$ cat src/rtl/dds_multi_waveform_generator_macros.svh
`ifndef DDS_MULTI_WAVEFORM_GENERATOR_MACROS_SVH
`define DDS_MULTI_WAVEFORM_GENERATOR_MACROS_SVH

// condition must hold in the same cycle
`define DDS_ASSERT_SAME(lbl, ck, rstn, ante, cons, msg) \
  lbl: assert property (@(posedge ck) disable iff (!rstn) (ante) |-> (cons)) \
    else $error(msg);

// condition must hold in the next cycle
`define DDS_ASSERT_NEXT(lbl, ck, rstn, ante, cons, msg) \
  lbl: assert property (@(posedge ck) disable iff (!rstn) (ante) |=> (cons)) \
    else $error(msg);

`endif

$ cat src/rtl/dds_mwg_pkg.sv
package dds_mwg_pkg;

  // fixed field widths
  localparam int AMP_BITS   = 16;
  localparam int OUT_W      = AMP_BITS + 1;
  localparam int STEP_W     = 32;
  localparam int PHASE_W    = 32;
  localparam int CFG_IDX_W  = 2;
  localparam int CFG_DATA_W = 32;

  // register indexes
  localparam logic [CFG_IDX_W-1:0] REG_PHASE_STEP = CFG_IDX_W'(0);
  localparam logic [CFG_IDX_W-1:0] REG_AMPLITUDE  = CFG_IDX_W'(1);
  localparam logic [CFG_IDX_W-1:0] REG_OFFSET     = CFG_IDX_W'(2);

  // parameter defaults
  localparam int ACC_BITS_DEF      = 32;
  localparam int LUT_ADDR_BITS_DEF = 10;
  localparam int SAMPLE_BITS_DEF   = 16;

  // quarter-wave table generation
  localparam logic [63:0] HALFPI_Q30   = 64'd1686629713;
  localparam int          TAYLOR_TERMS = 12;

  // control of the phase stage toward the wave stage
  typedef struct packed {
    logic valid;
    logic clamped;
  } stg_ctl_t;

  // one quarter-wave entry: round(sin(pi/2*q/2^(lut_bits-2)) * 2^(sample_bits-1))
  function automatic logic [31:0] rom_entry(input int q, input int lut_bits,
                                            input int sample_bits);
    logic [63:0] x;
    logic [63:0] x2;
    logic [63:0] term;
    logic [63:0] one;
    logic [63:0] v;
    longint      sum;
    x    = (HALFPI_Q30 * 64'(q)) >> (lut_bits - 2);
    x2   = (x * x) >> 30;
    term = x;
    sum  = longint'(x);
    for (int n = 1; n <= TAYLOR_TERMS; n++) begin
      term = ((term * x2) >> 30) / 64'((2 * n) * (2 * n + 1));
      if ((n & 1) == 1) begin
        sum = sum - longint'(term);
      end else begin
        sum = sum + longint'(term);
      end
    end
    if (sum < 0) begin
      sum = 0;
    end
    one = 64'd1 << (sample_bits - 1);
    v   = (64'(sum) * one + (64'd1 << 29)) >> 30;
    if (v > one - 64'd1) begin
      v = one - 64'd1;
    end
    return v[31:0];
  endfunction

endpackage

$ cat src/rtl/dds_mwg_in_if.sv
interface dds_mwg_in_if;
  logic valid;
  logic ready;
  logic reset_phase;

  modport source(output valid, output reset_phase, input ready);
  modport sink(input valid, input reset_phase, output ready);
endinterface

$ cat src/rtl/dds_mwg_out_if.sv
interface dds_mwg_out_if;
  import dds_mwg_pkg::*;

  logic                    valid;
  logic                    ready;
  logic [PHASE_W-1:0]      phase;
  logic signed [OUT_W-1:0] square_out;
  logic signed [OUT_W-1:0] triangle_out;
  logic signed [OUT_W-1:0] sine_out;
  logic signed [OUT_W-1:0] cosine_out;
  logic                    step_clamped;

  modport source(output valid, output phase, output square_out, output triangle_out,
                 output sine_out, output cosine_out, output step_clamped, input ready);
  modport sink(input valid, input phase, input square_out, input triangle_out,
               input sine_out, input cosine_out, input step_clamped, output ready);
endinterface

$ cat src/rtl/dds_mwg_cfg_if.sv
interface dds_mwg_cfg_if;
  import dds_mwg_pkg::*;

  logic                  valid;
  logic                  ready;
  logic [CFG_IDX_W-1:0]  index;
  logic [CFG_DATA_W-1:0] data;

  modport source(output valid, output index, output data, input ready);
  modport sink(input valid, input index, input data, output ready);
endinterface

$ cat src/rtl/dds_multi_waveform_generator.sv
// channel   dir  beat contents
// in_ch     in   reset_phase
// out_ch    out  phase, square_out, triangle_out, sine_out, cosine_out, step_clamped
// cfg_ch    in   index, data (phase_step, amplitude, offset)
//
// one beat per clock unless out_ch stalls; beats pass the phase, then output register
// the phase add is the only feedback, all waveforms come from one logic pass
// between the phase register and the output register
// rst_n clears the accumulator, the configuration registers and both valid flags
// a stalled output holds its beat; the input side keeps taking beats while the
// phase stage is empty or moving on
`include "dds_multi_waveform_generator_macros.svh"

module dds_multi_waveform_generator #(
  parameter int ACC_BITS      = dds_mwg_pkg::ACC_BITS_DEF,
  parameter int LUT_ADDR_BITS = dds_mwg_pkg::LUT_ADDR_BITS_DEF,
  parameter int SAMPLE_BITS   = dds_mwg_pkg::SAMPLE_BITS_DEF
) (
  input  logic          clk,
  input  logic          rst_n,
  dds_mwg_in_if.sink    in_ch,
  dds_mwg_out_if.source out_ch,
  dds_mwg_cfg_if.sink   cfg_ch
);
  import dds_mwg_pkg::*;

  logic [STEP_W-1:0]          step_r, step_nxt;
  logic signed [AMP_BITS-1:0] amp_r, amp_nxt;
  logic signed [AMP_BITS-1:0] off_r, off_nxt;
  logic [ACC_BITS-1:0]        acc;
  stg_ctl_t                   stg;
  logic                       stg_rdy;

  // configuration registers
  assign cfg_ch.ready = 1'b1;

  always_comb begin
    step_nxt = step_r;
    amp_nxt  = amp_r;
    off_nxt  = off_r;
    if (cfg_ch.valid) begin
      case (cfg_ch.index)
        REG_PHASE_STEP: step_nxt = cfg_ch.data[STEP_W-1:0];
        REG_AMPLITUDE:  amp_nxt  = $signed(cfg_ch.data[AMP_BITS-1:0]);
        REG_OFFSET:     off_nxt  = $signed(cfg_ch.data[AMP_BITS-1:0]);
        default: ;
      endcase
    end
  end

  always_ff @(posedge clk) begin
    if (!rst_n) begin
      step_r <= '0;
      amp_r  <= '0;
      off_r  <= '0;
    end else begin
      step_r <= step_nxt;
      amp_r  <= amp_nxt;
      off_r  <= off_nxt;
    end
  end

  // phase accumulator stage
  dds_mwg_phase #(
    .ACC_BITS(ACC_BITS)
  ) u_phase (
    .clk    (clk),
    .rst_n  (rst_n),
    .in_ch  (in_ch),
    .step   (step_r),
    .stg_rdy(stg_rdy),
    .acc    (acc),
    .stg    (stg)
  );

  // waveform logic and output register
  dds_mwg_wave #(
    .ACC_BITS     (ACC_BITS),
    .LUT_ADDR_BITS(LUT_ADDR_BITS),
    .SAMPLE_BITS  (SAMPLE_BITS)
  ) u_wave (
    .clk    (clk),
    .rst_n  (rst_n),
    .acc    (acc),
    .stg    (stg),
    .amp    (amp_r),
    .off    (off_r),
    .stg_rdy(stg_rdy),
    .out_ch (out_ch)
  );

  // checks
  `DDS_ASSERT_NEXT(a_phase_clear, clk, rst_n, in_ch.valid && in_ch.ready && in_ch.reset_phase, acc == '0, "phase not cleared after reset beat")
  `DDS_ASSERT_NEXT(a_stage_moves, clk, rst_n, stg.valid && stg_rdy, out_ch.valid, "phase stage beat lost")
  `DDS_ASSERT_NEXT(a_no_extra, clk, rst_n, out_ch.valid && out_ch.ready && !stg.valid, !out_ch.valid, "result without a source beat")

endmodule

$ cat src/rtl/dds_mwg_phase.sv
module dds_mwg_phase #(
  parameter int ACC_BITS = dds_mwg_pkg::ACC_BITS_DEF
) (
  input  logic                             clk,
  input  logic                             rst_n,
  dds_mwg_in_if.sink                       in_ch,
  input  logic [dds_mwg_pkg::STEP_W-1:0]   step,
  input  logic                             stg_rdy,
  output logic [ACC_BITS-1:0]              acc,
  output dds_mwg_pkg::stg_ctl_t            stg
);
  import dds_mwg_pkg::*;

  localparam int CMP_W = (ACC_BITS > STEP_W) ? ACC_BITS : STEP_W;
  localparam logic [CMP_W-1:0] QUARTER = CMP_W'(1) << (ACC_BITS - 2);

  logic [ACC_BITS-1:0] acc_r, acc_nxt;
  stg_ctl_t            stg_r, stg_nxt;
  logic [CMP_W-1:0]    step_ext;
  logic                over;
  logic [ACC_BITS-1:0] step_use;
  logic                accept;

  // limit the step to a quarter cycle
  assign step_ext = CMP_W'(step);
  assign over     = step_ext > QUARTER;
  assign step_use = over ? ACC_BITS'(QUARTER) : ACC_BITS'(step_ext);

  // stage accepts when empty or when its beat moves on
  assign in_ch.ready = !stg_r.valid || stg_rdy;
  assign accept      = in_ch.valid && in_ch.ready;

  // accumulator and stage control
  always_comb begin
    acc_nxt = acc_r;
    stg_nxt = stg_r;
    if (accept) begin
      acc_nxt       = in_ch.reset_phase ? '0 : acc_r + step_use;
      stg_nxt.valid = 1'b1;
      stg_nxt.clamped = over;
    end else if (stg_rdy) begin
      stg_nxt.valid = 1'b0;
    end
  end

  always_ff @(posedge clk) begin
    if (!rst_n) begin
      acc_r <= '0;
      stg_r <= '0;
    end else begin
      acc_r <= acc_nxt;
      stg_r <= stg_nxt;
    end
  end

  assign acc = acc_r;
  assign stg = stg_r;

endmodule

$ cat src/rtl/dds_mwg_wave.sv
module dds_mwg_wave #(
  parameter int ACC_BITS      = dds_mwg_pkg::ACC_BITS_DEF,
  parameter int LUT_ADDR_BITS = dds_mwg_pkg::LUT_ADDR_BITS_DEF,
  parameter int SAMPLE_BITS   = dds_mwg_pkg::SAMPLE_BITS_DEF
) (
  input  logic                                   clk,
  input  logic                                   rst_n,
  input  logic [ACC_BITS-1:0]                    acc,
  input  dds_mwg_pkg::stg_ctl_t                  stg,
  input  logic signed [dds_mwg_pkg::AMP_BITS-1:0] amp,
  input  logic signed [dds_mwg_pkg::AMP_BITS-1:0] off,
  output logic                                   stg_rdy,
  dds_mwg_out_if.source                          out_ch
);
  import dds_mwg_pkg::*;

  localparam int QW       = LUT_ADDR_BITS - 2;
  localparam int QTR      = 1 << QW;
  localparam int PROD_T_W = AMP_BITS + 33;
  localparam int PROD_S_W = AMP_BITS + SAMPLE_BITS;
  localparam int SUM_W    = OUT_W + 1;
  localparam logic [SAMPLE_BITS-1:0] PEAK =
    SAMPLE_BITS'(rom_entry(QTR, LUT_ADDR_BITS, SAMPLE_BITS));

  logic [SAMPLE_BITS-1:0]      rom_w [QTR];
  logic [PHASE_W-1:0]          p32, phase_lo;
  logic signed [SUM_W-1:0]     off_x;
  logic                        above_half, p_above;
  logic signed [OUT_W-1:0]     sq;
  logic signed [32:0]          tri_n;
  logic signed [PROD_T_W-1:0]  tri_prod, tri_bias, tri_quo;
  logic signed [SUM_W-1:0]     tri_sum;
  logic signed [SUM_W-1:0]     lane_sum [2];
  logic                        take;

  logic                        out_valid_r, out_valid_nxt;
  logic [PHASE_W-1:0]          phase_r;
  logic signed [OUT_W-1:0]     sq_r, tri_r, sin_r, cos_r;
  logic                        clamp_r;

  // quarter-wave table, constant
  for (genvar g = 0; g < QTR; g++) begin : g_rom
    localparam logic [SAMPLE_BITS-1:0] VAL = SAMPLE_BITS'(rom_entry(g, LUT_ADDR_BITS,
                                                                    SAMPLE_BITS));
    assign rom_w[g] = VAL;
  end

  // top 32 phase bits and the low 32 bits shown as phase
  if (ACC_BITS >= PHASE_W) begin : g_wide
    assign p32      = acc[ACC_BITS-1 -: PHASE_W];
    assign phase_lo = acc[PHASE_W-1:0];
  end else begin : g_narrow
    assign p32      = {acc, {(PHASE_W - ACC_BITS){1'b0}}};
    assign phase_lo = PHASE_W'(acc);
  end

  assign off_x = $signed({{(SUM_W - AMP_BITS){off[AMP_BITS-1]}}, off});

  // square: strictly above half cycle
  assign above_half = acc[ACC_BITS-1] && (|acc[ACC_BITS-2:0]);
  assign sq = above_half ? ($signed({off[AMP_BITS-1], off}) + $signed({amp[AMP_BITS-1], amp}))
                         : ($signed({off[AMP_BITS-1], off}) - $signed({amp[AMP_BITS-1], amp}));

  // triangle: n in [-2^30, 2^30], scaled and truncated toward zero
  assign p_above  = p32[31] && (|p32[30:0]);
  assign tri_n    = p_above ? (33'sh0C0000000 - $signed({1'b0, p32}))
                            : ($signed({1'b0, p32}) - 33'sh040000000);
  assign tri_prod = amp * tri_n;
  assign tri_bias = $signed({{(PROD_T_W - 30){1'b0}}, {30{tri_prod[PROD_T_W-1]}}});
  assign tri_quo  = (tri_prod + tri_bias) >>> 30;
  assign tri_sum  = $signed(tri_quo[SUM_W-1:0]) + off_x;

  // sine lane and cosine lane, quarter-wave mirrored
  for (genvar k = 0; k < 2; k++) begin : g_lane
    logic [LUT_ADDR_BITS-1:0]   idx;
    logic [1:0]                 quad;
    logic [QW-1:0]              r, r_sel;
    logic                       at_peak;
    logic [SAMPLE_BITS-1:0]     mag;
    logic signed [SAMPLE_BITS-1:0] smp;
    logic signed [PROD_S_W-1:0] prod, bias, quo;

    assign idx     = acc[ACC_BITS-1 -: LUT_ADDR_BITS] + LUT_ADDR_BITS'(k * QTR);
    assign quad    = idx[LUT_ADDR_BITS-1 -: 2];
    assign r       = idx[QW-1:0];
    assign r_sel   = quad[0] ? (~r + 1'b1) : r;
    assign at_peak = quad[0] && (r == '0);
    assign mag     = at_peak ? PEAK : rom_w[r_sel];
    assign smp     = quad[1] ? -$signed(mag) : $signed(mag);
    assign prod    = amp * smp;
    assign bias    = $signed({{(PROD_S_W - SAMPLE_BITS + 1){1'b0}},
                              {(SAMPLE_BITS - 1){prod[PROD_S_W-1]}}});
    assign quo     = (prod + bias) >>> (SAMPLE_BITS - 1);
    assign lane_sum[k] = $signed(quo[SUM_W-1:0]) + off_x;
  end

  // output register handshake
  assign stg_rdy = !out_valid_r || out_ch.ready;
  assign take    = stg.valid && stg_rdy;

  always_comb begin
    out_valid_nxt = out_valid_r;
    if (take) begin
      out_valid_nxt = 1'b1;
    end else if (out_ch.ready) begin
      out_valid_nxt = 1'b0;
    end
  end

  always_ff @(posedge clk) begin
    if (!rst_n) begin
      out_valid_r <= 1'b0;
    end else begin
      out_valid_r <= out_valid_nxt;
    end
  end

  // result payload
  always_ff @(posedge clk) begin
    if (take) begin
      phase_r <= phase_lo;
      sq_r    <= sq;
      tri_r   <= tri_sum[OUT_W-1:0];
      sin_r   <= lane_sum[0][OUT_W-1:0];
      cos_r   <= lane_sum[1][OUT_W-1:0];
      clamp_r <= stg.clamped;
    end
  end

  assign out_ch.valid        = out_valid_r;
  assign out_ch.phase        = phase_r;
  assign out_ch.square_out   = sq_r;
  assign out_ch.triangle_out = tri_r;
  assign out_ch.sine_out     = sin_r;
  assign out_ch.cosine_out   = cos_r;
  assign out_ch.step_clamped = clamp_r;

endmodule
$ cat src/flat_wrapper.sv
// flat-port wrapper written by rule: the top's interface ports become plain ports
module dds_multi_waveform_generator_flat import dds_mwg_pkg::*;
#(
  parameter int ACC_BITS      = dds_mwg_pkg::ACC_BITS_DEF,
  parameter int LUT_ADDR_BITS = dds_mwg_pkg::LUT_ADDR_BITS_DEF,
  parameter int SAMPLE_BITS   = dds_mwg_pkg::SAMPLE_BITS_DEF
)
  (clk, rst_n, in_ch_valid, in_ch_reset_phase, in_ch_ready, out_ch_valid, out_ch_phase, out_ch_square_out, out_ch_triangle_out, out_ch_sine_out, out_ch_cosine_out, out_ch_step_clamped, out_ch_ready, cfg_ch_valid, cfg_ch_index, cfg_ch_data, cfg_ch_ready);
  dds_mwg_in_if in_ch_i ();
  dds_mwg_out_if out_ch_i ();
  dds_mwg_cfg_if cfg_ch_i ();
  input  logic clk;
  input  logic rst_n;
  input wire logic [$bits(in_ch_i.valid)-1:0] in_ch_valid;
  input wire logic [$bits(in_ch_i.reset_phase)-1:0] in_ch_reset_phase;
  output wire logic [$bits(in_ch_i.ready)-1:0] in_ch_ready;
  output wire logic [$bits(out_ch_i.valid)-1:0] out_ch_valid;
  output wire logic [$bits(out_ch_i.phase)-1:0] out_ch_phase;
  output wire logic [$bits(out_ch_i.square_out)-1:0] out_ch_square_out;
  output wire logic [$bits(out_ch_i.triangle_out)-1:0] out_ch_triangle_out;
  output wire logic [$bits(out_ch_i.sine_out)-1:0] out_ch_sine_out;
  output wire logic [$bits(out_ch_i.cosine_out)-1:0] out_ch_cosine_out;
  output wire logic [$bits(out_ch_i.step_clamped)-1:0] out_ch_step_clamped;
  input wire logic [$bits(out_ch_i.ready)-1:0] out_ch_ready;
  input wire logic [$bits(cfg_ch_i.valid)-1:0] cfg_ch_valid;
  input wire logic [$bits(cfg_ch_i.index)-1:0] cfg_ch_index;
  input wire logic [$bits(cfg_ch_i.data)-1:0] cfg_ch_data;
  output wire logic [$bits(cfg_ch_i.ready)-1:0] cfg_ch_ready;
  assign in_ch_i.valid = in_ch_valid;
  assign in_ch_i.reset_phase = in_ch_reset_phase;
  assign in_ch_ready = in_ch_i.ready;
  assign out_ch_valid = out_ch_i.valid;
  assign out_ch_phase = out_ch_i.phase;
  assign out_ch_square_out = out_ch_i.square_out;
  assign out_ch_triangle_out = out_ch_i.triangle_out;
  assign out_ch_sine_out = out_ch_i.sine_out;
  assign out_ch_cosine_out = out_ch_i.cosine_out;
  assign out_ch_step_clamped = out_ch_i.step_clamped;
  assign out_ch_i.ready = out_ch_ready;
  assign cfg_ch_i.valid = cfg_ch_valid;
  assign cfg_ch_i.index = cfg_ch_index;
  assign cfg_ch_i.data = cfg_ch_data;
  assign cfg_ch_ready = cfg_ch_i.ready;
  dds_multi_waveform_generator #(.ACC_BITS(ACC_BITS), .LUT_ADDR_BITS(LUT_ADDR_BITS), .SAMPLE_BITS(SAMPLE_BITS)) u_core (.clk(clk), .rst_n(rst_n), .in_ch(in_ch_i), .out_ch(out_ch_i), .cfg_ch(cfg_ch_i));
endmodule
$ cat config.mk
export PLATFORM = sky130hd
export DESIGN_NAME = dds_multi_waveform_generator_flat
export DESIGN_NICKNAME = d
export VERILOG_FILES = /design/src/rtl/dds_mwg_pkg.sv /design/src/rtl/dds_mwg_in_if.sv /design/src/rtl/dds_mwg_out_if.sv /design/src/rtl/dds_mwg_cfg_if.sv /design/src/rtl/dds_multi_waveform_generator.sv /design/src/rtl/dds_mwg_phase.sv /design/src/rtl/dds_mwg_wave.sv /design/src/flat_wrapper.sv
export VERILOG_INCLUDE_DIRS = /design/src /design/src/rtl
export SDC_FILE = /design/constraint.sdc
export NUM_CORES = 2
export LEC_CHECK = 0
export BUFFER_PORTS_ARGS = -buffer_cell sky130_fd_sc_hd__buf_2
export CAP_MARGIN = 20
export CORE_ASPECT_RATIO = 1.2
export CORE_MARGIN = 1.5
export CORE_UTILIZATION = 29
export DETAILED_ROUTE_END_ITERATION = 10
export HOLD_SLACK_MARGIN = 0.02
export PLACE_DENSITY = 0.52
export SLEW_MARGIN = 30
export SYNTH_ARGS = -nofsm -noshare
export SYNTH_HDL_FRONTEND = slang
export SYNTH_HIERARCHICAL = 1
export SYNTH_SLANG_ARGS = --single-unit
export TNS_END_PERCENT = 100
$ cat constraint.sdc
create_clock -name clk -period 24.4 [get_ports clk]
set_clock_uncertainty 0.1 [all_clocks]
set_input_delay 4.88 -clock clk [delete_from_list [all_inputs] [get_ports clk]]
set_output_delay 4.88 -clock clk [all_outputs]
set_load 0.02 [all_outputs]
Word-level counts from Yosys, hierarchy flattened:

Memory sizes are Yosys's and may differ from the RTL's.
Index checks and enable logic that the tools add are counted.

* bits in registers: 200
* bits in latches: 0
* RAM bits: 0
* memory bits (read-only): 8192
* input port bits: 40
* output and inout port bits: 104
* word-level logic and storage cells: 79
* memories kept: 2

* $add $sub $neg: 16
* $mul: 3
* divide/modulo/power cells: 0
* order comparisons: 3
* equality and inequality tests: 2
* shift-type cells: 0
* muxes and demuxes: 18
* bitwise logic cells: 4
* reductions and logical operators: 18

Memory list
* (name not given): depth 256, width 16, read ports 1, clocked after Yosys merged registers in 0, wr ports 0, RTL line dds_mwg_wave.sv:88 `assign mag = at_peak ? PEAK : rom_w[r_sel];`
* (name not given): depth 256, width 16, read ports 1, clocked after Yosys merged registers in 0, wr ports 0, RTL line dds_mwg_wave.sv:88

Operator list (number)
* $mux 16: 8
* $add 32x16->32: 2
* $mul 16x16->32: 2
* $mux 32: 2
* $add 17x16->17: 3
* $mul 16x33->49: 1
* $add 47x31->47: 1
* $mux 33: 1
* $sub 32x31->33 const B: 1
* $sub 32x32->33 const A: 1
* $add 32x32->32: 1
* $gt 32x31->1 const B: 1
* $neg 16->16: 2
* $reduce_or 31->1: 1
* $ge 9x9->1 const B: 2
* $not 8->9: 2
* $add 16x16->17: 1
* $mux 17: 1
* $sub 16x16->17: 1
* $add 8x1->8 const B: 2
* $logic_not 8->1: 2
* $mux 8: 2
* $not 8->8: 2
* $add 10x9->10 const B: 1
* 9 further kinds: 21

Logic depth before layout (Yosys ltp):

* word-level depth: 14
* mapped depth: 73
* depth with buffers taken out: 66

Modules after synthesis:

Netlist, hierarchy kept.

By module, submodules not included
* dds_mwg_wave: times used 1, cells an instance 6862, area an instance 57631.5 µm², seq. area each 3052.9 µm²
* dds_mwg_phase: times used 1, cells an instance 405, area an instance 3130.5 µm², seq. area each 680.7 µm²
* dds_multi_waveform_generator: times used 1, cells an instance 248, area an instance 2494.9 µm², seq. area each 1281.2 µm²

Least setup slack after synthesis:

No wires, ideal clock.

* path type: flip-flop to flip-flop
* start point: register u_core.u_phase.acc_r[22], in the netlist u_core/u_phase/acc[22]
* end point: register u_core.u_wave.sin_r[15], in the netlist u_core/u_wave/out_ch.sine_out[15] (data pin)
* library setup time: 258 ps
* arrival time: 15626 ps
* data required time: 24042 ps
* slack: 8417 ps
* stages on the path, launching flop included: 67
* buffers on the path: 8
* clock period less this slack: 15983 ps
* cell sequence: dfxtp_1 buf_2 inv_1 clkbuf_1 clkbuf_1 ha_1 clkbuf_1 nand2_1 o21ai_1 inv_1 buf_2 ha_1 clkbuf_1 buf_1 mux2i_1 mux4_2 a221o_1 a31o_2 (+31 left out) a22oi_1 a211oi_1 or3_1 and2_1 ha_1 a21o_1 a21oi_1 o21ai_0 a21oi_1 o21bai_1 a21oi_1 nor2b_1 nor2_1 nor2_1 o41ai_1 o2111ai_1 a21oi_1 xnor2_1

RTL lines
* from (decl): RTL line dds_mwg_phase.sv:17 `logic [ACC_BITS-1:0] acc_r, acc_nxt;`
* from (signal assigned): RTL line dds_mwg_phase.sv:51 `acc_r <= acc_nxt;`
* to (signal assigned): RTL line dds_mwg_wave.sv:124 `sin_r <= lane_sum[0][OUT_W-1:0];`
* to (decl): RTL line dds_mwg_wave.sv:38 `logic signed [OUT_W-1:0] sq_r, tri_r, sin_r, cos_r;`

==> flow_summary.yaml <==
layout:
  utilization: 0.311
  drive_above_1_share: 0.0685
  multi_input_area_um2: 52000
  nets: 8909
  fill_cells: 23100
  area.growth.synth_to_final_pct: 6.60
  regArea_um2: 5040
  fin_area_um2: 67400
cts:
  postCtsSetupRepairBufs: 0
  htree_levels: 4
  hold_buffers: 0
  insertion_delay_ns: 0.50
  cts-root-buf: "clkbuf_16"
  cts_buffers: 17
  clk_pin_slew_ns: 0.09
  tritoncts: "done"
  clock_path_buffers: 2
  cts_resized: 0
  cts_sinks: 200
critical_path:
  crit_start: "u_core/u_phase/acc[30]$_SDFFE_PN0P_"
  arrival_ns: 18.33
  end_kind: "flop"
  worstRegToRegCells: 63
  cp-start-kind: "flop"
  crit_path_max_incr_delay_ns: 0.80
  reg2reg_slack_ns: 6.21
  cp_max_fo: 81
  crit_end: "u_core/u_wave/out_ch.cosine_out[15]$_DFFE_PP_"
  r2r-end: "u_core/u_wave/out_ch.cosine_out[15]$_DFFE_PP_"
  r2r_start: "u_core/u_phase/acc[30]$_SDFFE_PN0P_"
  cp_slowest_cell: "a2111oi_2"
  worstSetupPathType: "reg2reg"
  required_ns: 24.54
logic_synthesis:
  yosysWarnings: 6
  synth_cell_types: 131
  avgSynthCellArea_um2: 8.42
  synth-seq-area-share: 0.0793
  syn_nets: 9049
  synth_edf_count: 101
  syn_inst: 7515
  synthFlopType: "edfxtp_1"
  netlist_area_um2: 63300
  ys_async_sr_fraction: 0
  synth-seq-cells: 200
floorplan:
  ioPinCount: 144
  placementRows: 187
  start_util: 0.292
  core_um2: 217000
  die_w_um: 429
  die-area_um2: 221000
  die_h_um: 515
routing:
  vias: 55000
  avgViaCountPerCell: 5.38
  routed_wirelength_um: 240000
  dr.pass1.iters: 9
  wire_per_inst_um: 23.5
  post-route-drc-count: 0
  postRouteAntennaNets: 0
  drt_iter0_drc: 4236
power:
  irDropWorstVdd_mv: 0.0481
  p_leak_nw: 29.9
  power.density_nw_per_um2: 40.1
global_routing:
  grt_usage: 0.215
  grt_pass1_vias: 58200
  grt_max_degree: 82
  antenna_found_initial: 4
  grt_pass1_wl_um: 363000
  gr-total-overflow: 0
min_path:
  hp-class: "reg2reg"
flow_run:
  maxCapViolations: 0
sta:
  clock.fmax_mhz: 55.0
  fin_setup_tns_ns: 0
  finalSetupViolations: 0
  hold_viol_final: 0
  slew_headroom: 0.297
  fin_crit_ns: 18.19
  maxSlewViolCount: 0
  tightestPinTransition_ns: 1.04
  rsz0062_at_grt: "false"
  post-route-period-util: 0.746
place:
  routabilityCongestion: 0.991
  io_buffers: 142
  hpwl_um: 184000
  postPlaceCellArea_um2: 66800
outcome:
  status: "completed"
state kept, by name, indices dropped and copies added (netlist names):
| signal | count |
|---|---|
| u_core/amp_r | 16 |
| u_core/off_r | 16 |
| u_core/step_r | 32 |
| u_core/u_phase/acc | 32 |
| u_core/u_phase/stg | 2 |
| u_core/u_wave/out_ch.cosine_out | 17 |
| u_core/u_wave/out_ch.phase | 32 |
| u_core/u_wave/out_ch.sine_out | 17 |
| u_core/u_wave/out_ch.square_out | 17 |
| u_core/u_wave/out_ch.step_clamped | 1 |
| u_core/u_wave/out_ch.triangle_out | 17 |
| u_core/u_wave/out_ch.valid | 1 |
how the worst min path moves through the flow:
stage | cells after the start | to | slack, ns | start
final | 0 | u_core/u_wave/out_ch.step_clamped$_DFFE_PP_ | 0.35 | u_core/u_phase/stg[0]$_SDFFE_PN0P_
after global routing | 0 | u_core/u_wave/out_ch.step_clamped$_DFFE_PP_ | 0.35 | u_core/u_phase/stg[0]$_SDFFE_PN0P_
after CTS | 0 | u_core/u_wave/out_ch.step_clamped$_DFFE_PP_ | 0.35 | u_core/u_phase/stg[0]$_SDFFE_PN0P_
after detailed placement | 0 | u_core/u_wave/out_ch.step_clamped$_DFFE_PP_ | 0.32 | u_core/u_phase/stg[0]$_SDFFE_PN0P_
after global placement | 0 | u_core/u_wave/out_ch.step_clamped$_DFFE_PP_ | 0.33 | u_core/u_phase/stg[0]$_SDFFE_PN0P_
after floorplan | 0 | u_core/u_wave/out_ch.step_clamped$_DFFE_PP_ | 0.31 | u_core/u_phase/stg[0]$_SDFFE_PN0P_
final cells by class:
type                       count  share of cell area
sequential                   200              0.0748
clock inverter                11             0.00154
multi-input combinational   5706               0.772
clock buffer                  21             0.00700
tap                         2835              0.0526
inverter                    1154              0.0643
antenna                        5            0.000186
timing repair buffer         296              0.0280
synth_stat cells (101+ instances only):
library cell | count | area (um^2)
a21oi_1 | 335 | 1680
xnor2_1 | 240 | 2100
nand3_1 | 125 | 626
buf_2 | 114 | 571
nor2_1 | 325 | 1220
fa_1 | 1031 | 20600
o21ai_0 | 266 | 1330
clkbuf_1 | 255 | 957
inv_1 | 1145 | 4300
edfxtp_1 | 101 | 3030
nand2_1 | 1003 | 3760
and2_1 | 412 | 2580
ha_1 | 463 | 5790
critical path: cells and delay by family (launching register included):
family	cells	cell delay [ns]
XOR/XNOR	4	0.81
AO/OA/AOI/OAI	20	5.59
adder cells (fa/ha/maj)	10	4.25
buffers and inverters	12	3.35
flip-flops	1	0.65
AND/OR/NAND/NOR	17	3.05
layout by cell type (no fill, tap or decap), drive strengths merged, types with 23 or more instances in the layout:
| master | count |
|---|---|
| inv | 1157 |
| fa | 1031 |
| nand2 | 1005 |
| ha | 463 |
| and2 | 414 |
| a21oi | 339 |
| nor2 | 331 |
| buf | 296 |
| o21ai | 289 |
| xnor2 | 241 |
| nand3 | 127 |
| edfxtp | 101 |
| xor2 | 100 |
| a21o | 99 |
| dfxtp | 99 |
| nor3 | 96 |
| mux2i | 92 |
| a211oi | 79 |
| nor2b | 69 |
| a31oi | 63 |
| o211ai | 61 |
| nand4 | 47 |
| and3 | 46 |
| nand2b | 45 |
| a311oi | 43 |
| o21bai | 39 |
| o21a | 37 |
| o31ai | 36 |
| o311ai | 34 |
| nor4 | 32 |
| or3 | 32 |
| or2 | 30 |
| a221oi | 26 |
| o221ai | 25 |
| o22ai | 25 |
| a21boi | 23 |
logic make-up (layout without fill, tap and decap cells):
family          after synthesis  count (layout)  synth area share
mux                         110             110            0.0195
compound gates             1421            1421             0.153
fa+ha+maj                  1494            1494             0.418
buf+inv                    1609            1482             0.104
other cells                   1               6         0.0000593
simple gates               2338            2338             0.178
flops                       200             200            0.0793
xor+xnor                    342             342            0.0481
report_power, final:
| group | switching (mW) | total [mW] | internal, mW |
|---|---|---|---|
| Clock | 0.149 | 0.293 | 0.144 |
| Combinational | 1.25 | 1.96 | 0.715 |
| Sequential | 0.0306 | 0.450 | 0.420 |
| Total | 1.42 | 2.70 | 1.28 |
routing by layer:
layer	vias up	routed length (um)	GRT usage
met1	27900	94100	0.259
met3	619	14300	0.0255
met4	0	15200	0.118
li1	24400	-	-
met2	2195	117000	0.373
met5	-	0	0
through the flow:
step	instances	power [mW]	setup WS (ns)	hold slack (ns)
finish	10200	2.70	6.21	0.350
global route	10200	2.91	5.02	0.352
CTS	10200	2.70	6.47	0.348
global placement	10200	2.37	5.90	0.326
floorplan	7515	1.81	8.42	0.308
detailed placement	10200	2.40	6.55	0.324
Note: power is estimated with default switching activity, not from simulation.
